File: src/hdl/iacomp_pkg.sv
// Shared types and constants for the indexed-alpha layer compositor.
package iacomp_pkg;

  localparam logic [2:0] MODE_NORMAL     = 3'd0;
  localparam logic [2:0] MODE_BEHIND     = 3'd1;
  localparam logic [2:0] MODE_REPLACE    = 3'd2;
  localparam logic [2:0] MODE_ERASE      = 3'd3;
  localparam logic [2:0] MODE_ANTI_ERASE = 3'd4;

  localparam logic [2:0] CFG_BLEND_MODE    = 3'd0;
  localparam logic [2:0] CFG_OPACITY       = 3'd1;
  localparam logic [2:0] CFG_AFFECT_INDEX  = 3'd2;
  localparam logic [2:0] CFG_ALPHA_WRITE   = 3'd3;
  localparam logic [2:0] CFG_MASK_ENABLE   = 3'd4;
  localparam logic [2:0] CFG_TOP_HAS_ALPHA = 3'd5;

  localparam logic [7:0]  MUL2_BIAS    = 8'h80;
  localparam logic [15:0] MUL3_BIAS    = 16'h7F5B;
  localparam logic [7:0]  ALPHA_THRESH = 8'd127;
  localparam logic [7:0]  ALPHA_FULL   = 8'hFF;

  typedef struct packed {
    logic [2:0] blend_mode;
    logic [7:0] opacity;
    logic       affect_index;
    logic       alpha_write;
    logic       mask_enable;
    logic       top_has_alpha;
  } cfg_t;

  typedef struct packed {
    logic [7:0] bottom_index;
    logic [7:0] bottom_alpha;
    logic [7:0] top_index;
    logic [7:0] top_alpha;
    logic [7:0] eff_alpha;
    logic       last;
  } pix_t;

  typedef struct packed {
    logic        valid;
    pix_t        pix;
    logic [24:0] t3;
    logic [16:0] t2;
  } prod_t;

endpackage

File: src/hdl/iacomp_scale.sv
// Alpha scaling stages: mask, opacity and top alpha products with rounding bias.
module iacomp_scale import iacomp_pkg::*; (
  input  logic       clk,
  input  logic       rst,
  input  logic       en,
  input  cfg_t       cfg,
  input  logic       in_valid,
  input  pix_t       in_pix,
  input  logic [7:0] mask_value,
  output prod_t      prod
);

  logic        v1;
  pix_t        pix1;
  logic [15:0] am;
  logic [15:0] mo;
  logic [7:0]  m_eff;
  logic [7:0]  mul2_lhs;

  assign m_eff    = cfg.mask_enable ? mask_value : ALPHA_FULL;
  assign mul2_lhs = (cfg.blend_mode == MODE_REPLACE) ? m_eff : in_pix.eff_alpha;

  always_ff @(posedge clk) begin
    if (rst) begin
      v1 <= 1'b0;
    end else if (en) begin
      v1 <= in_valid;
    end
  end

  always_ff @(posedge clk) begin
    if (en) begin
      pix1 <= in_pix;
      am   <= in_pix.eff_alpha * m_eff;
      mo   <= mul2_lhs * cfg.opacity;
    end
  end

  always_ff @(posedge clk) begin
    if (rst) begin
      prod.valid <= 1'b0;
    end else if (en) begin
      prod.valid <= v1;
    end
  end

  always_ff @(posedge clk) begin
    if (en) begin
      prod.pix <= pix1;
      prod.t3  <= 25'(am) * 25'(cfg.opacity) + 25'(MUL3_BIAS);
      prod.t2  <= 17'(mo) + 17'(MUL2_BIAS);
    end
  end

endmodule

File: src/hdl/iacomp_blend.sv
// Final stage: rounding shifts, threshold, mode select and output register.
module iacomp_blend import iacomp_pkg::*; (
  input  logic       clk,
  input  logic       rst,
  input  logic       en,
  input  cfg_t       cfg,
  input  prod_t      st,
  output logic       out_valid,
  output logic [7:0] out_index,
  output logic [7:0] out_alpha,
  output logic       out_last
);

  logic [25:0] sum3;
  logic [17:0] sum2;
  logic [7:0]  s3;
  logic [7:0]  s2;
  logic        on3;
  logic        on_norm;
  logic        on_behind;
  logic        rep_hit;
  logic [7:0]  idx_next;
  logic [7:0]  alpha_next;

  assign sum3 = 26'(st.t3) + 26'(st.t3 >> 7);
  assign sum2 = 18'(st.t2) + 18'(st.t2 >> 8);
  assign s3   = sum3[23:16];
  assign s2   = sum2[15:8];

  assign on3       = s3 > ALPHA_THRESH;
  assign on_norm   = cfg.mask_enable ? on3 : (s2 > ALPHA_THRESH);
  assign on_behind = on3 && (st.pix.bottom_alpha > ALPHA_THRESH);
  assign rep_hit   = s2 != 8'd0;

  always_comb begin
    idx_next   = st.pix.bottom_index;
    alpha_next = st.pix.bottom_alpha;
    case (cfg.blend_mode)
      MODE_NORMAL: begin
        if (cfg.affect_index && on_norm) idx_next = st.pix.top_index;
        if (cfg.alpha_write && on_norm) alpha_next = ALPHA_FULL;
      end
      MODE_BEHIND: begin
        if (cfg.affect_index && on_behind) idx_next = st.pix.top_index;
        if (cfg.alpha_write && on_behind) alpha_next = st.pix.eff_alpha;
      end
      MODE_REPLACE: begin
        if (cfg.affect_index && rep_hit) idx_next = st.pix.top_index;
        if (cfg.top_has_alpha && cfg.alpha_write && rep_hit) alpha_next = st.pix.top_alpha;
      end
      MODE_ERASE: begin
        if (on3) alpha_next = 8'd0;
      end
      MODE_ANTI_ERASE: begin
        if (on3) alpha_next = ALPHA_FULL;
      end
      default: begin
      end
    endcase
  end

  always_ff @(posedge clk) begin
    if (rst) begin
      out_valid <= 1'b0;
    end else if (en) begin
      out_valid <= st.valid;
    end
  end

  always_ff @(posedge clk) begin
    if (en) begin
      out_index <= idx_next;
      out_alpha <= alpha_next;
      out_last  <= st.pix.last;
    end
  end

  a_erase_alpha: assert property (@(posedge clk) disable iff (rst)
    en && st.valid && (cfg.blend_mode == MODE_ERASE)
    |=> (out_alpha == 8'd0) || (out_alpha == $past(st.pix.bottom_alpha)))
    else $error("erase produced an alpha other than zero or bottom");

  a_erase_index: assert property (@(posedge clk) disable iff (rst)
    en && st.valid && (cfg.blend_mode == MODE_ERASE || cfg.blend_mode == MODE_ANTI_ERASE)
    |=> out_index == $past(st.pix.bottom_index))
    else $error("erase modes changed the index");

  a_normal_alpha: assert property (@(posedge clk) disable iff (rst)
    en && st.valid && (cfg.blend_mode == MODE_NORMAL)
    |=> (out_alpha == ALPHA_FULL) || (out_alpha == $past(st.pix.bottom_alpha)))
    else $error("normal mode produced a partial alpha");

endmodule

File: src/hdl/indexed_alpha_layer_compositor_top.sv
// Top level of the indexed-alpha layer compositor: config registers and pipeline.
//
//  channel  dir  handshake          payload
//  s_*      in   s_tvalid/s_tready  s_tdata 40b pixel pair, s_tlast row end
//  m_*      out  m_tvalid/m_tready  m_tdata 16b result, m_tlast row end
//  cfg_*    in   cfg_we             cfg_index 3b, cfg_data 8b
//
//  One item per cycle unless m_tready stalls; three register stages, the last sets m_tvalid.
//  Stages: operand multiply, opacity multiply with bias, shift/threshold/select.
//  All stages advance together whenever the output register is empty or taken.
//  rst clears the valid bits and loads the register reset values.
module indexed_alpha_layer_compositor_top import iacomp_pkg::*; (
  input  logic        clk,
  input  logic        rst,
  input  logic        s_tvalid,
  output logic        s_tready,
  // bottom_index[7:0], bottom_alpha[15:8], top_index[23:16], top_alpha[31:24],
  // mask_value[39:32]
  input  logic [39:0] s_tdata,
  input  logic        s_tlast,
  output logic        m_tvalid,
  input  logic        m_tready,
  // out_index[7:0], out_alpha[15:8]
  output logic [15:0] m_tdata,
  output logic        m_tlast,
  input  logic        cfg_we,
  input  logic [2:0]  cfg_index,
  input  logic [7:0]  cfg_data
);

  cfg_t       cfg;
  pix_t       in_pix;
  prod_t      prod;
  logic       en;
  logic [7:0] out_index;
  logic [7:0] out_alpha;

  always_ff @(posedge clk) begin
    if (rst) begin
      cfg.blend_mode    <= MODE_NORMAL;
      cfg.opacity       <= ALPHA_FULL;
      cfg.affect_index  <= 1'b1;
      cfg.alpha_write   <= 1'b1;
      cfg.mask_enable   <= 1'b0;
      cfg.top_has_alpha <= 1'b1;
    end else if (cfg_we) begin
      case (cfg_index)
        CFG_BLEND_MODE:    cfg.blend_mode    <= cfg_data[2:0];
        CFG_OPACITY:       cfg.opacity       <= cfg_data;
        CFG_AFFECT_INDEX:  cfg.affect_index  <= cfg_data[0];
        CFG_ALPHA_WRITE:   cfg.alpha_write   <= cfg_data[0];
        CFG_MASK_ENABLE:   cfg.mask_enable   <= cfg_data[0];
        CFG_TOP_HAS_ALPHA: cfg.top_has_alpha <= cfg_data[0];
        default: begin
        end
      endcase
    end
  end

  assign en       = !m_tvalid || m_tready;
  assign s_tready = en;

  assign in_pix.bottom_index = s_tdata[7:0];
  assign in_pix.bottom_alpha = s_tdata[15:8];
  assign in_pix.top_index    = s_tdata[23:16];
  assign in_pix.top_alpha    = s_tdata[31:24];
  assign in_pix.eff_alpha    = cfg.top_has_alpha ? s_tdata[31:24] : ALPHA_FULL;
  assign in_pix.last         = s_tlast;

  iacomp_scale u_scale (
    .clk        (clk),
    .rst        (rst),
    .en         (en),
    .cfg        (cfg),
    .in_valid   (s_tvalid),
    .in_pix     (in_pix),
    .mask_value (s_tdata[39:32]),
    .prod       (prod)
  );

  iacomp_blend u_blend (
    .clk       (clk),
    .rst       (rst),
    .en        (en),
    .cfg       (cfg),
    .st        (prod),
    .out_valid (m_tvalid),
    .out_index (out_index),
    .out_alpha (out_alpha),
    .out_last  (m_tlast)
  );

  assign m_tdata = {out_alpha, out_index};

  a_stall_only_full: assert property (@(posedge clk) disable iff (rst)
    !s_tready |-> m_tvalid && !m_tready)
    else $error("input stalled while output register free");

endmodule
File: config.mk
export PLATFORM = sky130hd
export DESIGN_NAME = indexed_alpha_layer_compositor_top
export DESIGN_NICKNAME = d
export VERILOG_FILES = /design/src/hdl/iacomp_pkg.sv /design/src/hdl/iacomp_scale.sv /design/src/hdl/iacomp_blend.sv /design/src/hdl/indexed_alpha_layer_compositor_top.sv
export SDC_FILE = /design/constraint.sdc
export NUM_CORES = 1
export LEC_CHECK = 0
export BUFFER_PORTS_ARGS = -buffer_cell sky130_fd_sc_hd__buf_2
export CORE_MARGIN = 8
export CORE_UTILIZATION = 58
export DETAILED_ROUTE_END_ITERATION = 7
export PLACE_DENSITY_LB_ADDON = 0.3
export SYNTH_ARGS = -nofsm -noshare
export SYNTH_HDL_FRONTEND = slang
export SYNTH_HIERARCHICAL = 1
export SYNTH_SLANG_ARGS = --single-unit
File: constraint.sdc
create_clock -name clk -period 5.2 [get_ports clk]
set_clock_uncertainty 0.1 [all_clocks]
set_input_delay 0.52 -clock clk [delete_from_list [all_inputs] [get_ports clk]]
set_output_delay 0.52 -clock clk [all_outputs]
set_load 0.005 [all_outputs]
# --- Yosys cells after proc, flatten, opt, wreduce, memory -nomap -nowiden ---
# Cells that the tools add are included.
op_classes:
  n_eq_ne: 9
  order_cmp: 3
  mul: 3
  n_reduce_logical: 19
  muxes: 14
  n_addsub: 4
ops:
  columns: ["operator", "n"]
  rows:
  - ["two-way mux 8 bit", 11]
  - ["one-hot mux 8 bit (5 select lines)", 1]
  - ["multiplier 8 x 8 -> 16 bit", 2]
  - ["adder 24 x 15 -> 25 bit, second input constant", 1]
  - ["adder 24 x 18 -> 24 bit", 1]
  - ["> comparator 8 x 7 -> 1 bit, second input constant", 3]
  - ["multiplier 16 x 8 -> 24 bit", 1]
  - ["one-hot mux 8 bit (3 select lines)", 1]
  - ["adder 16 x 8 -> 17 bit, second input constant", 1]
  - ["adder 16 x 9 -> 16 bit", 1]
  - ["== test 3 x 2 -> 1 bit, second input constant", 4]
  - ["AND reduction 2 bit", 6]
  - ["== test 3 bit, second input constant", 3]
  - ["logical AND 1 bit", 8]
  - ["nonzero test 8 bit", 1]
  - ["== test 3 x 1 -> 1 bit, second input constant", 2]
  - ["zero test 3 bit", 2]
  - ["zero test 1 bit", 1]
  - ["logical OR 1 bit", 1]
  - ["two-way mux 1 bit", 1]
totals:
  output_inout_bits: 19
  inputBits: 57
  ff_bits: 191

# --- Logic depth before layout (Yosys ltp) ---
# Gate-level depths: netlist of the first run.
logic_depth:
  ltp_word: 6
  depth_mapped: 19
  ltp_nobuf: 18

# --- By module ---
# The synthesis of the first run kept the hierarchy.
by_module_without_submodules:
  columns: ["mod", "n_inst", "area_per_inst_um2", "cells_per_inst"]
  rows:
  - ["iacomp_scale", 1, 13772.0, 1247]
  - ["iacomp_blend", 1, 1953.1, 215]
  - ["indexed_alpha_layer_compositor_top", 1, 725.7, 75]

# --- Worst setup path before layout of the first run ---
# Ideal clock, no wire load.
synth_path:
  kind: "input port to flip-flop"
  from: "in m_tready"
  to: "reg u_blend.out_valid"
  required_ps: 4963
  arrival_ps: 5325
  path_slack_ps: -363
  setup_time_ps: 138
  n_path_buf: 0
  stages: 3
  cell_sequence: "nand2b_1 mux2i_1 nor2_1"
synth_between:
  elab_chain_cells: 1
synth_lines:
  columns: ["element", "line_no", "text"]
  rows:
  - ["from (decl)", "indexed_alpha_layer_compositor_top.sv:22", "input logic m_tready,"]
  - ["logical OR 1 bit", "indexed_alpha_layer_compositor_top.sv:60", "assign en = !m_tvalid || m_tready;"]
  - ["to (signal assigned)", "iacomp_blend.sv:66", "out_valid <= st.valid;"]
  - ["to (decl)", "iacomp_blend.sv:8", "output logic out_valid,"]
# Every way passes these cells.
# A chain may end at the register's enable or synchronous reset.

# --- Worst setup path in the final report of the first run ---
layout_path:
  from: "reg, netlist name cfg[12]"
  to: "reg u_scale.mo[14] (data pin)"
layout_between:
  elab_chain_cells: 3
layout_lines:
  columns: ["element", "line_no", "text"]
  rows:
  - ["== test 3 x 2 -> 1 bit", "iacomp_scale.sv:21", "assign mul2_lhs = (cfg.blend_mode == MODE_REPLACE) ? m_eff : in_pix.eff_alpha;"]
  - ["two-way mux 8 bit", "iacomp_scale.sv:21", null]
  - ["multiplier 8 x 8 -> 16 bit", "iacomp_scale.sv:35", "mo <= mul2_lhs * cfg.opacity;"]
  - ["to (signal assigned)", "iacomp_scale.sv:35", null]
  - ["to (decl)", "iacomp_scale.sv:16", "logic [15:0] mo;"]
# Every way passes these cells.

==> results.md, run 1 <==
Drt:
- Signal routing reaches up to met4.
- Dividing the detail-routed wire length by the instance count gives 16.71 um.
- The via density per instance is 5.482.
- The routed design uses 1631 um of met3 wire.
- After the first detailed-routing iteration, the DRC count stood at 653.
- The vias after detailed routing is 11400.
- In the final routing, the length of wire on met1 measures 14630 um.
- The detail route stage leaves a number of antenna-violating nets equal to 0.
- For this run, the detailed router's first-pass iteration total came to 5.
- The total met2 wirelength after detailed routing is 17590 um.
- After detailed routing, the total wire length is 34740 um.
- The post-detailed-route DRC marker count is 0.

Run:
- The max-cap check violation count is 0.

Critical path:
- The slack of the worst reg-to-reg path is 0.08 ns.
- The maximum fanout along the worst path is 8.
- The kind of end point of the critical path is a register.
- The worst register-to-register path ends at u_scale/mo[14].
- The startpoint type of the worst setup path is a register.
- The launch instance of the worst register-to-register path is cfg[12].
- Data on the critical path arrives at its endpoint at 5.21 ns.
- Data on the critical path is required at its endpoint by 5.30 ns.
- The number of cell instances on the worst register-to-register path is 19.
- The worst setup path startpoint is cfg[12].
- The worst setup path is of the reg -> reg kind.

Hold path:
- The hold-critical path depth is 1.
- The type of the worst min-delay path is in -> reg.
- The startpoint of the tightest hold check path is s_tdata[14].
- The end of the worst hold path is u_scale/pix1[31].

Finish:
- The number of inserted diodes is 0.
- From synthesis to final layout, the design area changed by 13.71%.
- The share of layout cells above drive strength 1 is 15.23%.
- Summing all non-filler instances in the final layout gives an area of 18710 um2.
- The fraction of the core area covered by cells at the end of the flow is 67.15%.
- In the final design database the tool counted 2061 nets.

Place:
- The detailed placement HPWL is 26860 um.
- The instance area after placement is 17790 um2.
- The worst slack at placement is -0.2028 ns.
- During placement, the flow inserted port buffers numbering 75.
- The final weighted congestion in routability-driven placement is 0.8812.

Yosys:
- The fraction of registers with async set/reset is 0%.
- Of the total synthesized cell area, the portion taken by full adders, half adders and majority gates is 31.34%.
- The flip-flop and latch count after synthesis is 191.
- The sequential cell area fraction in the yosys report is 33.77%.
- The synthesized net count is 1910.
- In the synthesized netlist, mux cells make up 2.457% of the area.
- The netlist area before placement is 16450 um2.
- The count of different cell masters after synthesis is 74.
- The mean instance size in the synthesized netlist is 10.70 um2.
- The synthesized design contains 173 enable-type register cells.
- The main combinational cell family by area after synthesis is adder cells.
- The area share of and/or/nand/nor cells after synthesis is 15.41%.
- The synthesized netlist cell count is 1537.
- For this run, the leading register cell type out of synthesis is sky130_fd_sc_hd__edfxtp_1.
- The complex-gate fraction of the synthesized area is 7.811%.
- The total number of yosys warnings is 6.
- The synthesized-area fraction occupied by xor and xnor cells is 2.601%.

Timing:
- In the finished design, the share of the clock period the worst path needs comes to 98.40%.
- Setup slack on the critical path of the routed design comes to 0.08294 ns.
- Headroom to the max-slew limit came out at 34.99%.
- For the pin with the worst max-slew slack, the measured transition is 0.9677 ns.
- The count of pins over their slew limit is 0.
- Setup violations remaining at the end of the flow were counted as 0.
- The highest attainable clock frequency is 195.4 MHz.
- For the finished layout, the period the worst path requires is 5.117 ns.
- The hold violation count in the final report is 0.

Die:
- The starting utilization of the core area is 59.05%.
- The floorplan step set the die width to 184.4 um.
- The overall die area is 34010 um2.
- 76 I/O pins were placed.
- The standard cell core area is 27860 um2.
- The die is 184.4 um tall.
- The floorplan has 61 rows.

CTS:
- TritonCTS built the clock tree.
- In this run, CTS created clock tree buffers numbering 17.
- The number of H-tree levels is 4.
- CTS placed an instance of sky130_fd_sc_hd__clkbuf_16 at the clock tree root.
- The sink count of the clock tree is 191.
- The clock input transition at the sequential cells of the worst setup and hold paths is 0.09 ns.
- The source-to-sink clock delay at the later pin of the worst-skew pair is 0.45 ns.
- The clock passes through at most 2 buffers.
- Hold repair after CTS inserted 0 buffers.

Outcome:
- The run finished with clean final reports.

Global routing:
- The via count of the first global-routing pass is 11560.
- The number of antenna violations at the first check in global routing is 0.
- The total routing resource utilization after global routing is 20.71%.
- Global routing finished with a remaining overflow of 0.
- Entering global routing, the biggest net connects 74 pins.
- The global-route wire length before repair is 56620 um.
[per-stage QoR]
step,hold WS [ns],std cells,setup TNS (ns)
2_1_floorplan,0.3003,1537,0
3_3_place_gp,0.3008,2038,-0.05267
3_5_place_dp,0.3045,2038,-0.5889
5_1_grt,0.1205,2079,-0.07513
4_1_cts,0.1282,2073,0
6_report,0.1397,2079,0
[cell usage after synthesis, drive strengths merged, types with 10 or more instances]
master / n / area share (%)
inv: 252 / 5.7
edfxtp: 173 / 32
fa: 160 / 19
ha: 156 / 12
and2: 127 / 4.8
nand2: 121 / 2.8
nor2: 73 / 1.7
a21oi: 46 / 1.4
nor2b: 42 / 1.6
nand2b: 39 / 1.5
o21ai: 39 / 1.3
xnor2: 31 / 1.7
mux2i: 28 / 1.7
clkbuf: 23 / 0.52
nor3: 19 / 0.61
dfxtp: 18 / 2.2
nand3: 18 / 0.55
xor2: 17 / 0.95
a211oi: 14 / 0.64
a21o: 12 / 0.55
mux2: 11 / 0.75
nand4: 10 / 0.38
[worst max-delay path, stage by stage (launching register included)]
cell and delay (ns):
sky130_fd_sc_hd__dfxtp_2 0.35, sky130_fd_sc_hd__nor3b_4 0.22, sky130_fd_sc_hd__buf_6 0.22, sky130_fd_sc_hd__buf_6 0.12, sky130_fd_sc_hd__mux2i_2 0.23, sky130_fd_sc_hd__nand2b_4 0.16, sky130_fd_sc_hd__fa_1 0.43, sky130_fd_sc_hd__fa_1 0.52
sky130_fd_sc_hd__inv_1 0.06, sky130_fd_sc_hd__fa_1 0.53, sky130_fd_sc_hd__inv_1 0.05, sky130_fd_sc_hd__fa_1 0.54, sky130_fd_sc_hd__inv_2 0.05, sky130_fd_sc_hd__ha_4 0.25, sky130_fd_sc_hd__o21ai_4 0.17, sky130_fd_sc_hd__nand2b_1 0.09
sky130_fd_sc_hd__a31oi_2 0.20, sky130_fd_sc_hd__nor2_1 0.06, sky130_fd_sc_hd__a221o_1 0.35, sky130_fd_sc_hd__xor2_1 0.14
[how the worst max path moves through the flow]
stage / slack, ns / endpoint
CTS: 0.001 / u_scale/mo[13]
detailed placement: -0.20 / u_scale/mo[15]
global route: -0.04 / u_scale/mo[14]
global placement: -0.03 / u_scale/mo[14]
finish: 0.08 / u_scale/mo[14]
floorplan: 0.01 / u_scale/mo[14]
[flip-flops by register name (all words and copies together), names as in the netlist, 8 cells and up]
register and flops:
u_scale/prod 84, u_scale/pix1 41, cfg 15, u_blend/out_alpha 8
u_scale/am 16, u_blend/out_index 8, u_scale/mo 16
[timing repair]
item | 4_1_cts | 5_1_grt
resized for setup | 13 | 40
pin swaps | 5 | 20
buffers inserted | 3 | 7
setup endpoints to repair | 3 | 11
[final cells by class]
class	count	area [um2]
multi-input cells	1063	9998
fillers	2092	9153
flip-flops and latches	191	5565
repair buffers	163	1080
inverters	252	945.9
well taps	378	473.0
clock buffers	17	425.4
clock inverters	15	217.7
[kinds of logic (layout without fill, tap and decap cells)]
group,count (synthesis),after routing
buffers and inverters,283,447
XOR/XNOR,48,48
AO/OA/AOI/OAI,181,181
flip-flops,191,191
AND/OR/NAND/NOR,479,479
multiplexers,39,39
adder cells (fa/ha/maj),316,316
[per-layer routing]
metal	vias up	global-route usage (%)
li1	5420	-
met1	5677	26.23
met2	237	35.28
met3	64	3.367
met4	0	7.938
met5	-	0
[cells in the final DEF (no fill, tap or decap), drive strengths merged, types with 4 or more instances in the layout]
cell	count
nand2b	39
xor2	17
a211oi	14
a31oi	7
nor2b	42
o21ai	39
nand2	121
ha	156
inv	260
a2111oi	7
o21bai	7
buf	163
nor2	73
clkinv	7
and2	127
and3	9
nand3	18
nand4	10
nor3	19
clkbuf	17
mux2	11
edfxtp	173
a2bb2oi	7
o311ai	5
o211a	7
fa	160
mux2i	28
a21o	12
a21oi	46
dfxtp	18
a21boi	5
o211ai	4
xnor2	31
Power of run 1 is left out: the tool's default activity adds up to more than one toggle a clock period on the data nets, which glitch-free logic cannot reach.
==> run 2: changes to the inputs <==
--- a/config.mk
+++ b/config.mk
@@ -7,7 +7,7 @@
 export LEC_CHECK = 0
 export BUFFER_PORTS_ARGS = -buffer_cell sky130_fd_sc_hd__buf_2
 export CORE_MARGIN = 8
-export CORE_UTILIZATION = 58
+export CORE_UTILIZATION = 69
 export DETAILED_ROUTE_END_ITERATION = 7
 export PLACE_DENSITY_LB_ADDON = 0.3
 export SYNTH_ARGS = -nofsm -noshare
==> constraint.sdc (replaced) <==
create_clock -name clk -period 6.1 [get_ports clk]
set_clock_uncertainty 0.1 [all_clocks]
set_input_delay 0.61 -clock clk [delete_from_list [all_inputs] [get_ports clk]]
set_output_delay 0.61 -clock clk [all_outputs]
set_load 0.005 [all_outputs]
==> run 2 against run 1 <==
Compared with the run above: setup slack better by 0.33 ns; cell count fell by 5.9%; die area shrank 15%; global-route usage grew 4.3 points; utilization increased by 9.3 points; sequential share of layout area increased by 1.2 points; design area shrank 4.1%.
==> results.md, run 2 (synthesized netlist as in run 1, its figures left out) <==
Outcome:
- The run finished with clean final reports.

Critical path:
- In this run the worst path has a maximum fanout of 9.
- The worst register-to-register path begins at cfg[13].
- The worst setup path is launched from a register.
- The slack of the worst reg-to-reg path is 0.42 ns.
- The critical path class is reg -> reg.
- The arrival time at the worst endpoint is 5.79 ns.
- The endpoint identified for the worst register-to-register timing path is u_scale/mo[14].
- The worst setup path is captured at a register.
- The number of cell instances on the worst register-to-register path is 17.
- Data on the critical path is required at its endpoint by 6.20 ns.

Timing:
- The transition time at the pin with the least slew margin is 1.112 ns.
- The time the final worst path needs with I/O delays and setup is 5.685 ns.
- Setup repair after global routing left no endpoint under its margin.
- The final number of setup-violating endpoints is 0.
- The hold violation count in the final report is 0.
- In this run the tightest slew margin relative to its limit is 25.86%.
- For this run, the top clock speed supported by timing is 175.9 MHz.
- The count of pins over their slew limit is 0.
- Setup total negative slack on the finished layout was measured at 0 ns.
- The final critical-path share of the clock period is 93.19%.

Global routing:
- The maximum number of pins on one net before global-route repair is 101.
- The aggregate global routing overflow is 0.
- Across every metal layer, demand over resource in global routing totals 25.01%.
- The global-route wire length before repair is 57700 um.
- The number of antenna violations at the first check in global routing is 0.
- The via count of the first global-routing pass is 12030.

Finish:
- In the layout the commonest cells are 252 x sky130_fd_sc_hd__inv_1, 173 x sky130_fd_sc_hd__edfxtp_1, 160 x sky130_fd_sc_hd__fa_1.
- The repair_antennas step left the layout with diodes totalling 0.
- In the final layout, the registers with the most flip-flops are u_scale/prod: 84 flops, u_scale/pix1: 41 flops.
- The growth of design area from synthesis to finish is 9.059%.
- The register containing the most flip-flops in the final layout is u_scale/prod.
- The area of all placed cells without fillers is 17940 um2.
- The most common cell after layout, fill and taps aside is sky130_fd_sc_hd__inv_1.
- The number of nets at the end of the flow is 1998.
- In the final layout, the share of cells above drive strength 1 is 9.890%.
- The register with the most flip-flops in the layout has 84 of them.

CTS:
- The clock input transition at the sequential cells of the worst setup and hold paths is 0.09 ns.
- In this run, CTS created clock tree buffers numbering 17.
- The cell at the root of the clock tree is sky130_fd_sc_hd__clkbuf_16.
- The number of hold buffers added after CTS was 0.
- The clock reaches the later pin of the worst-skew pair after 0.45 ns.
- The worst-case clock buffer depth is 2.
- The sink count of the clock tree is 191.
- The number of H-tree levels is 4.
- The TritonCTS clock tree is done.

Place:
- The port buffer count is 75.
- The final weighted congestion in routability-driven placement is 0.9041.
- After detailed placement, the total cell area comes to 17290 um2.
- Detailed placement ended at an HPWL of 26640 um.

Die:
- Pin placement for this block handled 76 I/O pins.
- The floorplan step defined a core boundary enclosing 23470 um2.
- In this run the horizontal extent of the chip is 170.4 um.
- The die covers 29040 um2.
- The number of rows in the core area is 56.
- From bottom edge to top edge, the die measures 170.4 um.
- For this configuration, the core starts out at a cell density of 70.09%.

Drt:
- For this block, the routed nets add up to 34920 um of wire.
- The number of routed nets with antenna violations is 0.
- Using the TritonRoute via totals, the vias-per-cell ratio works out to 5.818.
- The detailed router finished its first iteration with 764 violations.
- The post-detailed-route DRC marker count is 0.
- The first detailed-routing pass ran for 5 iterations.
- The vias after detailed routing is 11390.
- In the final routed layout, each cell accounts on average for 17.85 um.

Run:
- The tool flagged a number of max-cap violations equal to 0.

Hold path:
- The startpoint of the tightest hold check path is s_tdata[8].
- For hold timing, the worst endpoint is u_scale/pix1[25].
- The tightest min-delay check is of the in -> reg type.
- The hold-critical path depth is 1.
## run 2: layer usage
| layer | GRT usage [%] | part of all wire, % | vias up |
|---|---|---|---|
| met5 | 0 | 0 | - |
| met4 | 10.11 | 2.8 | 0 |
| met3 | 4.008 | 4.9 | 87 |
| met2 | 44.85 | 52 | 371 |
| met1 | 29.57 | 40 | 5634 |
| li1 | - | - | 5293 |
## run 2: per-stage QoR
stage	hold slack, ns	util, %	setup slack (ns)	cells
detailed placement	0.3045	73.66	0.5045	1925
global placement	0.3002	73.66	0.6249	1925
floorplan	0.3003	-	0.4474	1537
global route	0.2084	76.43	0.05788	1957
CTS	0.2096	76.43	0.4879	1957
finish	0.2279	76.43	0.4153	1957
## run 2: area by class of cell
class                   instances  area [um2]
fillers                      1509        5532
clock buffers                  17       425.4
well taps                     319       399.1
inverters                     252       945.9
clock inverters                15       224.0
repair buffers                100       575.6
flip-flops and latches        191        5555
multi-input cells            1063        9816
## run 2: repair_timing
| item | CTS | global route |
|---|---|---|
| gates resized for setup | 0 | 1 |
| endpoints found under the hold margin | 0 | 0 |
| setup endpoints to repair | 0 | 1 |
| buffers inserted | 0 | 0 |
## run 2: worst max-delay path by stage
stage | start | end | depth (start not counted)
6_report | cfg[13] | u_scale/mo[14] | 17
5_1_grt | cfg[13] | u_scale/mo[15] | 17
4_1_cts | cfg[13] | u_scale/mo[14] | 17
3_5_place_dp | s_tdata[27] | u_scale/mo[14] | 18
3_3_place_gp | s_tdata[37] | u_scale/mo[14] | 17
2_1_floorplan | m_tready | u_blend/out_valid | 3
## run 2: critical path, cell delays in order (launching register included)
cell                      delay [ns]
sky130_fd_sc_hd__dfxtp_1        0.49
sky130_fd_sc_hd__nor3b_1        0.26
sky130_fd_sc_hd__buf_4          0.23
sky130_fd_sc_hd__mux2_2         0.43
sky130_fd_sc_hd__and2_1         0.20
sky130_fd_sc_hd__fa_1           0.55
sky130_fd_sc_hd__fa_1           0.44
sky130_fd_sc_hd__fa_1           0.54
sky130_fd_sc_hd__inv_1          0.05
sky130_fd_sc_hd__fa_1           0.53
sky130_fd_sc_hd__inv_1          0.04
sky130_fd_sc_hd__ha_1           0.26
sky130_fd_sc_hd__nor3_1         0.27
sky130_fd_sc_hd__o21ai_0        0.13
sky130_fd_sc_hd__a31oi_1        0.36
sky130_fd_sc_hd__nor2_1         0.08
sky130_fd_sc_hd__a221o_1        0.33
sky130_fd_sc_hd__xor2_1         0.14
Power of run 2 is left out for the same reason.
